===== src/hw/rtl/mtc_pkg.sv =====
// Shared types and constants for the countdown timer table.
`timescale 1ns / 1ps
`default_nettype none

package mtc_pkg;

    localparam int TABLE_DEPTH = 16;
    localparam int IDX_W = (TABLE_DEPTH > 1) ? $clog2(TABLE_DEPTH) : 1;
    localparam int CNT_W = $clog2(TABLE_DEPTH + 1);

    typedef enum logic [1:0] {
        FUNC_TICK   = 2'd0,
        FUNC_ADD    = 2'd1,
        FUNC_DELETE = 2'd2,
        FUNC_UPDATE = 2'd3
    } func_t;

    typedef enum logic [3:0] {
        KIND_FIRED     = 4'd0,
        KIND_TICK_DONE = 4'd1,
        KIND_ADDED     = 4'd2,
        KIND_REPLACED  = 4'd3,
        KIND_DELETED   = 4'd4,
        KIND_UPDATED   = 4'd5,
        KIND_NOT_FOUND = 4'd6,
        KIND_ID_ZERO   = 4'd7,
        KIND_FULL      = 4'd8
    } kind_t;

    typedef enum logic [1:0] {
        ST_IDLE,
        ST_SCAN,
        ST_FINISH
    } state_t;

    typedef struct packed {
        logic [15:0] id;
        logic [31:0] countdown;
        logic [31:0] reload;
        logic [7:0]  handler;
        logic [31:0] arg_a;
        logic [31:0] arg_b;
    } entry_t;

    typedef struct packed {
        logic load;
        logic scan;
        logic finish;
    } cmd_t;

    typedef struct packed {
        logic zero_id;
        logic table_empty;
        logic scan_last;
    } status_t;

endpackage

`default_nettype wire


===== src/hw/rtl/mtc_ctrl.sv =====
// Controller state machine sequencing load, table scan and final word.
`timescale 1ns / 1ps
`default_nettype none

module mtc_ctrl (
    input  logic              clk,
    input  logic              rst_n,
    input  logic              start,
    input  mtc_pkg::status_t  status,
    output mtc_pkg::cmd_t     cmd,
    output logic              busy
);

    mtc_pkg::state_t state_reg;
    mtc_pkg::state_t state_next;

    always_ff @(posedge clk or negedge rst_n)
    begin
        if (!rst_n)
        begin
            state_reg <= mtc_pkg::ST_IDLE;
        end
        else
        begin
            state_reg <= state_next;
        end
    end

    always_comb
    begin
        state_next = state_reg;
        case (state_reg)
            mtc_pkg::ST_IDLE:
            begin
                if (start)
                begin
                    if (status.zero_id || status.table_empty)
                    begin
                        state_next = mtc_pkg::ST_FINISH;
                    end
                    else
                    begin
                        state_next = mtc_pkg::ST_SCAN;
                    end
                end
            end
            mtc_pkg::ST_SCAN:
            begin
                if (status.scan_last)
                begin
                    state_next = mtc_pkg::ST_FINISH;
                end
            end
            mtc_pkg::ST_FINISH:
            begin
                state_next = mtc_pkg::ST_IDLE;
            end
            default:
            begin
                state_next = mtc_pkg::ST_IDLE;
            end
        endcase
    end

    always_comb
    begin
        cmd = '0;
        busy = 1'b1;
        case (state_reg)
            mtc_pkg::ST_IDLE:
            begin
                busy = 1'b0;
                cmd.load = start;
            end
            mtc_pkg::ST_SCAN:
            begin
                cmd.scan = 1'b1;
            end
            mtc_pkg::ST_FINISH:
            begin
                cmd.finish = 1'b1;
            end
            default:
            begin
                busy = 1'b1;
            end
        endcase
    end

endmodule

`default_nettype wire


===== src/hw/rtl/mtc_dp.sv =====
// Datapath: timer table, compacting scan pointers and result registers.
`timescale 1ns / 1ps
`default_nettype none

module mtc_dp (
    input  logic                clk,
    input  logic                rst_n,
    input  mtc_pkg::cmd_t       cmd,
    output mtc_pkg::status_t    status,
    input  logic [1:0]          func,
    input  logic signed [15:0]  timer_id,
    input  logic signed [31:0]  time_value,
    input  logic                periodic,
    input  logic [7:0]          handler_tag,
    input  logic signed [31:0]  arg_a,
    input  logic signed [31:0]  arg_b,
    input  logic [15:0]         elapsed_ms,
    output logic                result_valid,
    output logic [3:0]          kind,
    output logic signed [15:0]  fired_id,
    output logic [7:0]          fired_handler,
    output logic signed [31:0]  fired_arg_a,
    output logic signed [31:0]  fired_arg_b,
    output logic                last
);

    localparam int IDX_W = mtc_pkg::IDX_W;
    localparam int CNT_W = mtc_pkg::CNT_W;

    mtc_pkg::entry_t tbl_mem [mtc_pkg::TABLE_DEPTH];

    mtc_pkg::func_t     func_reg;
    logic [15:0]        id_reg;
    logic [31:0]        tv_reg;
    logic               per_reg;
    logic [7:0]         tag_reg;
    logic [31:0]        a_reg;
    logic [31:0]        b_reg;
    logic [15:0]        el_reg;
    logic               zero_reg;
    logic               found_reg;
    logic               found_next;
    logic [IDX_W-1:0]   rd_reg;
    logic [IDX_W-1:0]   rd_ahead;
    logic [CNT_W-1:0]   wr_reg;
    logic [CNT_W-1:0]   wr_next;
    logic [CNT_W-1:0]   count_reg;
    logic [CNT_W-1:0]   count_next;
    mtc_pkg::entry_t    cur_reg;

    logic               out_valid_reg;
    logic               out_valid_next;
    mtc_pkg::kind_t     kind_reg;
    mtc_pkg::kind_t     kind_next;
    logic [15:0]        oid_reg;
    logic [15:0]        oid_next;
    logic [7:0]         ohandler_reg;
    logic [7:0]         ohandler_next;
    logic [31:0]        oa_reg;
    logic [31:0]        oa_next;
    logic [31:0]        ob_reg;
    logic [31:0]        ob_next;
    logic               olast_reg;
    logic               olast_next;

    logic               tbl_we;
    logic [IDX_W-1:0]   tbl_waddr;
    mtc_pkg::entry_t    tbl_wdata;

    mtc_pkg::entry_t    cur;
    mtc_pkg::entry_t    new_entry;
    logic [32:0]        diff;
    logic [31:0]        sat_cd;
    logic               id_match;
    logic               id_pos;
    logic               reload_pos;
    logic               keep;

    assign cur = cur_reg;

    // The entry for the next scan cycle is fetched into cur_reg ahead of its use.
    assign rd_ahead = cmd.load ? '0 : (rd_reg + IDX_W'(1));

    assign status.zero_id     = (mtc_pkg::func_t'(func) != mtc_pkg::FUNC_TICK)
                                && (timer_id == 16'sd0);
    assign status.table_empty = (count_reg == '0);
    assign status.scan_last   = ({{(CNT_W-IDX_W){1'b0}}, rd_reg}
                                 == (count_reg - CNT_W'(1)));

    assign id_match   = (cur.id == id_reg);
    assign id_pos     = !cur.id[15] && (cur.id != 16'd0);
    assign reload_pos = !cur.reload[31] && (cur.reload != 32'd0);

    // Countdown minus elapsed time; a change of sign bit below means underflow.
    assign diff   = {cur.countdown[31], cur.countdown} - {17'd0, el_reg};
    assign sat_cd = (diff[32] != diff[31]) ? 32'h8000_0000 : diff[31:0];

    always_comb
    begin
        new_entry.id        = id_reg;
        new_entry.countdown = tv_reg;
        new_entry.reload    = per_reg ? tv_reg : 32'd0;
        new_entry.handler   = tag_reg;
        new_entry.arg_a     = a_reg;
        new_entry.arg_b     = b_reg;
    end

    always_comb
    begin
        keep           = 1'b1;
        tbl_we         = 1'b0;
        tbl_waddr      = wr_reg[IDX_W-1:0];
        tbl_wdata      = cur;
        found_next     = found_reg;
        wr_next        = wr_reg;
        count_next     = count_reg;
        out_valid_next = 1'b0;
        kind_next      = kind_reg;
        oid_next       = oid_reg;
        ohandler_next  = 8'd0;
        oa_next        = 32'd0;
        ob_next        = 32'd0;
        olast_next     = 1'b0;

        if (cmd.scan)
        begin
            case (func_reg)
                mtc_pkg::FUNC_TICK:
                begin
                    if (id_pos)
                    begin
                        tbl_wdata.countdown = sat_cd;
                        if (sat_cd[31] || (sat_cd == 32'd0))
                        begin
                            out_valid_next = 1'b1;
                            kind_next      = mtc_pkg::KIND_FIRED;
                            oid_next       = cur.id;
                            ohandler_next  = cur.handler;
                            oa_next        = cur.arg_a;
                            ob_next        = cur.arg_b;
                            if (reload_pos)
                            begin
                                tbl_wdata.countdown = cur.reload;
                            end
                            else
                            begin
                                keep = 1'b0;
                            end
                        end
                    end
                end
                mtc_pkg::FUNC_ADD:
                begin
                    if (id_match)
                    begin
                        found_next = 1'b1;
                        tbl_wdata  = new_entry;
                    end
                end
                mtc_pkg::FUNC_DELETE:
                begin
                    if (id_match)
                    begin
                        found_next = 1'b1;
                        keep       = 1'b0;
                    end
                end
                mtc_pkg::FUNC_UPDATE:
                begin
                    if (id_match)
                    begin
                        found_next          = 1'b1;
                        tbl_wdata.countdown = tv_reg;
                        if (reload_pos)
                        begin
                            tbl_wdata.reload = tv_reg;
                        end
                    end
                end
                default:
                begin
                    keep = 1'b1;
                end
            endcase
            // Kept entries slide down to the write pointer, closing any gaps.
            if (keep)
            begin
                tbl_we  = 1'b1;
                wr_next = wr_reg + CNT_W'(1);
            end
        end
        else if (cmd.finish)
        begin
            out_valid_next = 1'b1;
            olast_next     = 1'b1;
            oid_next       = id_reg;
            if (zero_reg)
            begin
                kind_next = mtc_pkg::KIND_ID_ZERO;
            end
            else
            begin
                count_next = wr_reg;
                case (func_reg)
                    mtc_pkg::FUNC_TICK:
                    begin
                        kind_next = mtc_pkg::KIND_TICK_DONE;
                        oid_next  = 16'd0;
                    end
                    mtc_pkg::FUNC_ADD:
                    begin
                        if (found_reg)
                        begin
                            kind_next = mtc_pkg::KIND_REPLACED;
                        end
                        else if (wr_reg == CNT_W'(mtc_pkg::TABLE_DEPTH))
                        begin
                            kind_next = mtc_pkg::KIND_FULL;
                        end
                        else
                        begin
                            kind_next  = mtc_pkg::KIND_ADDED;
                            tbl_we     = 1'b1;
                            tbl_wdata  = new_entry;
                            count_next = wr_reg + CNT_W'(1);
                        end
                    end
                    mtc_pkg::FUNC_DELETE:
                    begin
                        kind_next = found_reg ? mtc_pkg::KIND_DELETED
                                              : mtc_pkg::KIND_NOT_FOUND;
                    end
                    mtc_pkg::FUNC_UPDATE:
                    begin
                        kind_next = found_reg ? mtc_pkg::KIND_UPDATED
                                              : mtc_pkg::KIND_NOT_FOUND;
                    end
                    default:
                    begin
                        kind_next = mtc_pkg::KIND_NOT_FOUND;
                    end
                endcase
            end
        end
    end

    always_ff @(posedge clk)
    begin
        if (tbl_we)
        begin
            tbl_mem[tbl_waddr] <= tbl_wdata;
        end
        // Writes only land at or below the entry being scanned, never on the one fetched.
        if (cmd.load || cmd.scan)
        begin
            cur_reg <= tbl_mem[rd_ahead];
        end
    end

    always_ff @(posedge clk)
    begin
        if (cmd.load)
        begin
            func_reg <= mtc_pkg::func_t'(func);
            id_reg   <= timer_id;
            tv_reg   <= time_value;
            per_reg  <= periodic;
            tag_reg  <= handler_tag;
            a_reg    <= arg_a;
            b_reg    <= arg_b;
            el_reg   <= elapsed_ms;
            zero_reg <= status.zero_id;
        end
        kind_reg     <= kind_next;
        oid_reg      <= oid_next;
        ohandler_reg <= ohandler_next;
        oa_reg       <= oa_next;
        ob_reg       <= ob_next;
        olast_reg    <= olast_next;
    end

    always_ff @(posedge clk or negedge rst_n)
    begin
        if (!rst_n)
        begin
            count_reg     <= '0;
            rd_reg        <= '0;
            wr_reg        <= '0;
            found_reg     <= 1'b0;
            out_valid_reg <= 1'b0;
        end
        else
        begin
            out_valid_reg <= out_valid_next;
            count_reg     <= count_next;
            if (cmd.load)
            begin
                rd_reg    <= '0;
                wr_reg    <= '0;
                found_reg <= 1'b0;
            end
            else if (cmd.scan)
            begin
                rd_reg    <= rd_reg + IDX_W'(1);
                wr_reg    <= wr_next;
                found_reg <= found_next;
            end
        end
    end

    assign result_valid  = out_valid_reg;
    assign kind          = kind_reg;
    assign fired_id      = oid_reg;
    assign fired_handler = ohandler_reg;
    assign fired_arg_a   = oa_reg;
    assign fired_arg_b   = ob_reg;
    assign last          = olast_reg;

endmodule

`default_nettype wire


===== src/hw/rtl/multi_timer_countdown_table_core.sv =====
// IDLE loads a word, SCAN visits each stored timer, FINISH ends it; every result is registered.
// A request on an empty table, or with id zero, skips SCAN and goes straight to FINISH.
// Throughput: one word at a time, set by the one-entry-per-cycle scan of the table.
// Results go out on a one-cycle strobe; the receiver cannot stall them.
// Reset empties the table at once; no clearing pass is needed.
`timescale 1ns / 1ps
`default_nettype none

module multi_timer_countdown_table_core (
    input  logic                clk,
    input  logic                rst_n,
    input  logic                start,
    output logic                busy,
    input  logic [1:0]          func,
    input  logic signed [15:0]  timer_id,
    input  logic signed [31:0]  time_value,
    input  logic                periodic,
    input  logic [7:0]          handler_tag,
    input  logic signed [31:0]  arg_a,
    input  logic signed [31:0]  arg_b,
    input  logic [15:0]         elapsed_ms,
    output logic                result_valid,
    output logic [3:0]          kind,
    output logic signed [15:0]  fired_id,
    output logic [7:0]          fired_handler,
    output logic signed [31:0]  fired_arg_a,
    output logic signed [31:0]  fired_arg_b,
    output logic                last
);

    mtc_pkg::cmd_t    cmd;
    mtc_pkg::status_t status;

    mtc_ctrl u_ctrl (
        .clk    (clk),
        .rst_n  (rst_n),
        .start  (start),
        .status (status),
        .cmd    (cmd),
        .busy   (busy)
    );

    mtc_dp u_dp (
        .clk           (clk),
        .rst_n         (rst_n),
        .cmd           (cmd),
        .status        (status),
        .func          (func),
        .timer_id      (timer_id),
        .time_value    (time_value),
        .periodic      (periodic),
        .handler_tag   (handler_tag),
        .arg_a         (arg_a),
        .arg_b         (arg_b),
        .elapsed_ms    (elapsed_ms),
        .result_valid  (result_valid),
        .kind          (kind),
        .fired_id      (fired_id),
        .fired_handler (fired_handler),
        .fired_arg_a   (fired_arg_a),
        .fired_arg_b   (fired_arg_b),
        .last          (last)
    );

`ifndef SYNTHESIS
    a_cmd_onehot: assert property (@(posedge clk) disable iff (!rst_n)
        $onehot0({cmd.load, cmd.scan, cmd.finish}))
        else $error("controller issued more than one command");

    a_accept_busy: assert property (@(posedge clk) disable iff (!rst_n)
        (start && !busy) |=> busy)
        else $error("accepted word did not make the block busy");

    a_fired_busy: assert property (@(posedge clk) disable iff (!rst_n)
        (result_valid && !last) |-> busy)
        else $error("fired word seen after the request had finished");

    a_last_idle: assert property (@(posedge clk) disable iff (!rst_n)
        (result_valid && last) |-> !busy)
        else $error("final word seen while the block is still busy");
`endif

endmodule

`default_nettype wire

===== config.mk =====
export PLATFORM = sky130hd
export DESIGN_NAME = multi_timer_countdown_table_core
export DESIGN_NICKNAME = d
export VERILOG_FILES = /design/src/hw/rtl/mtc_pkg.sv /design/src/hw/rtl/mtc_ctrl.sv /design/src/hw/rtl/mtc_dp.sv /design/src/hw/rtl/multi_timer_countdown_table_core.sv
export SDC_FILE = /design/constraint.sdc
export NUM_CORES = 2
export LEC_CHECK = 0
export BUFFER_PORTS_ARGS = -buffer_cell sky130_fd_sc_hd__buf_4
export CORE_MARGIN = 3
export CORE_UTILIZATION = 50
export CTS_BUF_LIST = sky130_fd_sc_hd__clkbuf_8
export CTS_CLUSTER_SIZE = 28
export DETAILED_ROUTE_END_ITERATION = 6
export PLACE_DENSITY = 0.66
export SLEW_MARGIN = 10
export SYNTH_ARGS = -nofsm -noshare
export SYNTH_HDL_FRONTEND = slang
export SYNTH_HIERARCHICAL = 1
export SYNTH_SLANG_ARGS = --single-unit
export TNS_END_PERCENT = 100

===== constraint.sdc =====
create_clock -name clk -period 21.9 [get_ports clk]
set_input_delay 1.095 -clock clk [delete_from_list [all_inputs] [get_ports clk]]
set_output_delay 1.095 -clock clk [all_outputs]
set_load 0.01 [all_outputs]

; ---- Word-level counts from Yosys, hierarchy flattened
; Memory sizes are Yosys's and may differ from the RTL's. A register that Yosys moved wholly into a read port is not among the register bits.
; Index checks and enable logic that the tools add are counted.
[op_classes]
add_sub_neg = 4
n_eq_ne = 14
mux = 77
n_bitwise = 2
n_reduce_logical = 28
[ops]
columns = operator, n
row1 = $mux W152, 7
row2 = $mux W32, 6
row3 = $mux W16, 8
row4 = $pmux W32 S3, 1
row5 = $mux W72, 1
row6 = $mux W64, 1
row7 = $pmux W32 S2, 1
row8 = $mux W4, 11
row9 = $sub A32 B17 Y33, 1
row10 = $logic_not A32 Y1, 1
row11 = $reduce_bool A32 Y1, 1
row12 = $mux W5, 6
row13 = $mux W1, 27
row14 = $eq A16 B16 Y1, 1
row15 = $logic_not A16 Y1, 1
row16 = $pmux W4 S4, 1
row17 = $reduce_bool A16 Y1, 1
row18 = $reduce_bool A2 Y1, 6
row19 = $mux W2, 5
row20 = $ne A2 B2 Y1 const B, 5
row21 = $reduce_and A4 Y1, 2
row22 = $eq A2 B2 Y1 const B, 3
row23 = $reduce_and A3 Y1, 2
row24 = $add A5 B1 Y5 const B, 1
row25 = other kinds (16), 25
[totals]
regBits = 251
ram_bits = 2432
in_bits = 142
word_cells = 147
mem_count = 1
[memory_table]
columns = memory, words, width, read_ports, rd_ports_with_merged_regs, wr, line
row1 = u_dp.tbl_mem, 16, 152, 1, 1, 1, mtc_dp.sv:30  ; mtc_pkg::entry_t tbl_mem [mtc_pkg::TABLE_DEPTH];

; ---- Depth between registers and ports, before layout
[logic_depth]
word_depth = 13
depth_mapped = 21
mapped_depth_nobuf = 18

; ---- Modules after synthesis
; The synthesis kept the hierarchy.
[by_module_without_submodules]
columns = module, n_inst, cells_each, area_each_um2
row1 = mtc_dp, 1, 7049, 113815.4
row2 = mtc_ctrl, 1, 15, 132.6

; ---- Least setup slack after synthesis
; No wires, ideal clock.
[synth_timing]
path_type = register to register
from = reg u_dp/cur[123] (netlist name)
to = mem u_dp/tbl_mem[13][0] in the netlist's numbering (enable)
arrival_ns = 14.876
required_time_ns = 21.020
path_slack_ns = 6.144
stages_incl_launch_ff = 18
path_cell_list = edfxtp_1 clkbuf_1 or4_2 nor3_1 nand2_1 or2_2 a311oi_1 xnor2_1 ha_1 clkbuf_1 buf_4 nor4b_1 nor3_1 a31oi_1 or3b_4 a311oi_4 buf_6 nor3b_1
[synth_between]
elab_chain_cells = 13
[synth_lines]
columns = element, line
row1 = $sub A32 B17 Y33 *, mtc_dp.sv:95  ; assign diff = {cur.countdown[31], cur.countdown} - {17'd0, el_reg};
row2 = $ne A1 B1 Y1, mtc_dp.sv:96  ; assign sat_cd = (diff[32] != diff[31]) ? 32'h8000_0000 : diff[31:0];
row3 = $mux W32 *, mtc_dp.sv:96
row4 = $logic_not A32 Y1, mtc_dp.sv:133  ; if (sat_cd[31] || (sat_cd == 32'd0))
row5 = $logic_or A1 B1 Y1 *, mtc_dp.sv:133
row6 = $mux W1 *, mtc_dp.sv:133
row7 = $mux W1 *, mtc_dp.sv:130  ; if (id_pos)
row8 = $pmux W1 S2 *, mtc_dp.sv:127  ; case (func_reg)
row9 = $mux W1 *, mtc_dp.sv:125  ; if (cmd.scan)
row10 = $mux W1 *, mtc_dp.sv:186  ; if (keep)
row11 = $mux W1 *, mtc_dp.sv:125
row12 = $mux W1 *, mtc_dp.sv:249  ; if (tbl_we)
row13 = $mux W1 (implied by the code) *, mtc_dp.sv:251  ; tbl_mem[tbl_waddr] <= tbl_wdata;
row14 = to (decl), mtc_dp.sv:30
; Every way passes the cells marked *; elsewhere a longest branch is shown, timed or not. The select of a mux whose other input is x is not followed.

; ---- Worst setup path after layout
[layout_timing]
from = reg u_dp/cur[104] (netlist name)
to = mem u_dp/tbl_mem[0][117] in the netlist's numbering (enable)
[layout_between]
elab_chain_cells = 13
[layout_lines]
columns = element, line
row1 = $sub A32 B17 Y33 *, mtc_dp.sv:95
row2 = $ne A1 B1 Y1, mtc_dp.sv:96
row3 = $mux W32 *, mtc_dp.sv:96
row4 = $logic_not A32 Y1, mtc_dp.sv:133
row5 = $logic_or A1 B1 Y1 *, mtc_dp.sv:133
row6 = $mux W1 *, mtc_dp.sv:133
row7 = $mux W1 *, mtc_dp.sv:130
row8 = $pmux W1 S2 *, mtc_dp.sv:127
row9 = $mux W1 *, mtc_dp.sv:125
row10 = $mux W1 *, mtc_dp.sv:186
row11 = $mux W1 *, mtc_dp.sv:125
row12 = $mux W1 *, mtc_dp.sv:249
row13 = $mux W1 (implied by the code) *, mtc_dp.sv:251
; Marked as above.

==> flow_summary.yaml <==
final_layout:
  drive_gt1_frac: 0.162
  areaGrowthSynthToFinish_pct: 11.7
  final_util: 0.564
  multi_input_area_um2: 27800
  fill_cells: 17381
  largest_reg_flops: 2432
  nNetsFinal: 7597
  regArea_um2: 84300
yosys:
  syn_area_um2: 114000
  syn_inst: 7064
  yosysMostFrequentCell: "edfxtp_1"
  yosysSeqAreaShare: 0.740
  ys_seq_elements: 2835
  synthDistinctLibCells: 86
  syn_area_per_cell_um2: 16.1
  synth_edf_count: 2744
  synth_flop_cell: "edfxtp_1"
  synth_warnings: 6
  synthesis.nets: 7231
  yosys.area.top_type_share: 0.723
  synth_async_sr_flop_share: 0.00635
  yosys-top-cells-count: "edfxtp_1 (2744), nand2_1 (793), mux2i_1 (634)"
  yosys-top-cells-area: "edfxtp_1 (72%), mux2i_1 (5.6%), a211oi_1 (3.1%)"
  synth.largest_area_cell: "edfxtp_1"
drt:
  drtIter0Drc: 6911
  via_count: 65665
  ant_nets: 0
  wl_per_cell_um: 27.5
  drc_errors: 0
  vias_per_cell: 6.10
  wl_um: 296000
  drt-pass1-iter-count: 7
timing:
  finalCritPeriodShare: 0.378
  fin_setup_tns_ns: 0
  final.setup_skew_ns: 0.137
  finalHoldViolCount: 0
  timing.fmax_ghz: 0.121
  finalSetupViolCount: 0
  grt_setup_unrepaired: "false"
  worstMarginPinSlew_ns: 1.20
  slew-limit-headroom: 0.195
  drv_slew: 0
  fin_crit_ns: 8.28
clock_network:
  clk_latency_ns: 1.08
  clock_sinks: 2835
  post-cts-setup-buffers: 0
  cts.clk_slew.worst_paths_ns: 0.06
  clk_path_buf_depth: 4
  hold_buffers: 1
  htreeDepth: 5
  cts_tree: "yes"
  ctsResizeCount: 0
  cts_root_buffer: "clkbuf_8"
  cts_buffers: 454
global_route:
  grt_first_pass_wirelength_um: 435000
  antenna_found_initial: 9
  grt_max_degree: 183
  grt_pass1_vias: 64816
  globalRouteTotalUtil: 0.247
  grt-ovfl-total: 0
critical_path:
  worst_path_largest_cell_delay_ns: 0.88
  cp_top_family: "simple AND/OR/NAND/NOR gates"
  startpoint_type: "flip-flop"
  crit_arrival_ns: 8.91
  critPathSlowestCell: "buf_4"
  path_class: "flip-flop to flip-flop"
  critPathBufInv: 5
  crit_path_frequent_cell: "buf_4"
  worstPathRequired_ns: 22.53
  end_kind: "flip-flop"
  critPathMaxFanout: 48
  path_cells: "inv_1, ha_1, fa_1, nand2b_1, a211oi_1, o21ai_0, a31o_2, nor2b_1, nor2_1, ha_1, buf_4, or2_2, or4_1, nand4_1, a2111o_1, o41ai_2, or3b_4, a311oi_4, buf_4, nor2_4, buf_4, buf_4"
placed_design:
  dp_hpwl_um: 158000
  portBuffers: 236
  gp_congestion: 0.899
power:
  p_leak_uw: 0.0434
  peakVddDrop_mv: 0.227
  pwr_density_cell_nw_per_um2: 163
floorplan:
  die_h_um: 483
  die_w_um: 483
  num_rows: 174
  core_um2: 226000
  ioPinCount: 237
  start_util: 0.505
  die_area_um2: 234000
outcome:
  status: "complete, no violations"
hold_path:
  hold_class: "input pin to flip-flop"
flow_run:
  cap_violations: 0
## logic make-up after synthesis
logic type               after synthesis  share of synthesized area
flip-flops                          2835                      0.740
AND/OR/NAND/NOR                     1476                     0.0621
AO/OA/AOI/OAI                       1278                     0.0788
multiplexers                         884                     0.0956
buffers and inverters                526                     0.0178
XOR/XNOR                              40                    0.00307
adder cells (fa/ha/maj)               25                    0.00281
## metrics by stage
stage | setup slack, ns | instances | hold slack [ns] | power (uW) | cell area (um2)
after floorplan | 6.14 | 7064 | 0.451 | 13800 | 114000
after global placement | 13.67 | 9965 | 0.470 | 16500 | 119000
after detailed placement | 13.69 | 9965 | 0.485 | 16600 | 119000
after CTS | 13.60 | 10763 | 0.0438 | 20700 | 127000
after global routing | 13.22 | 10768 | 0.0782 | 21700 | 127000
final | 13.62 | 10768 | 0.174 | 20700 | 127000
## routing by layer
layer	vias up	global-route usage	part of all wire
li1	28651	-	-
met1	33338	0.364	0.43
met2	3084	0.378	0.46
met3	590	0.0419	0.081
met4	2	0.0826	0.031
met5	-	0	0.000044
## report_power, final
part / switching (uW) / internal [uW] / leakage, uW
sequential: 497 / 8330 / 0.0258
combinational: 5420 / 2380 / 0.0129
clock: 2010 / 2060 / 0.00468
total: 7930 / 12800 / 0.0434
## cell type report
cell class	instances	area share
sequential	2835	0.663
multi-input combinational	3703	0.219
clock buffer	477	0.0516
tap	2992	0.0294
timing repair buffer	399	0.0248
clock inverter	320	0.0114
inverter	37	0.00109
antenna	5	0.0000983
## worst paths after layout
kind	start	endpoint	slack (ns)	cells after the start
setup / recovery	u_dp/cur[104]$_DFFE_PP_	u_dp/tbl_mem[0][117]$_DFFE_PP_	13.62	22
hold / removal	arg_a[23]	u_dp/a_reg[23]$_DFFE_PP_	0.17	1
setup reg to reg	u_dp/cur[104]$_DFFE_PP_	u_dp/tbl_mem[0][117]$_DFFE_PP_	13.62	22
hold reg to reg	u_dp/cur[41]$_DFFE_PP_	u_dp/fired_arg_a[9]$_SDFF_PN0_	0.48	1
max in group asynchronous	rst_n	u_dp/count_reg[1]$_DFFE_PN0P_	21.05	2
min in group asynchronous	rst_n	u_dp/count_reg[3]$_DFFE_PN0P_	0.57	2
## cells in the final DEF, fill, tap and decap left out, types with 43 or more instances in the layout
cell type     n
mux2_2       96
mux2i_1     634
o21ai_0      58
edfxtp_1   2744
and3_1      111
a221oi_1     43
inv_1       182
a211oi_1    478
nand2_1     793
nor2b_1     311
clkinv_2     49
nor2_1       74
a21oi_1     232
a311oi_1    153
nand3_1      50
buf_4       385
clkbuf_8    477
clkinv_1    108
a31oi_1     177
mux4_2      154
dfxtp_1      73
Power figures use the tool's default switching activity.
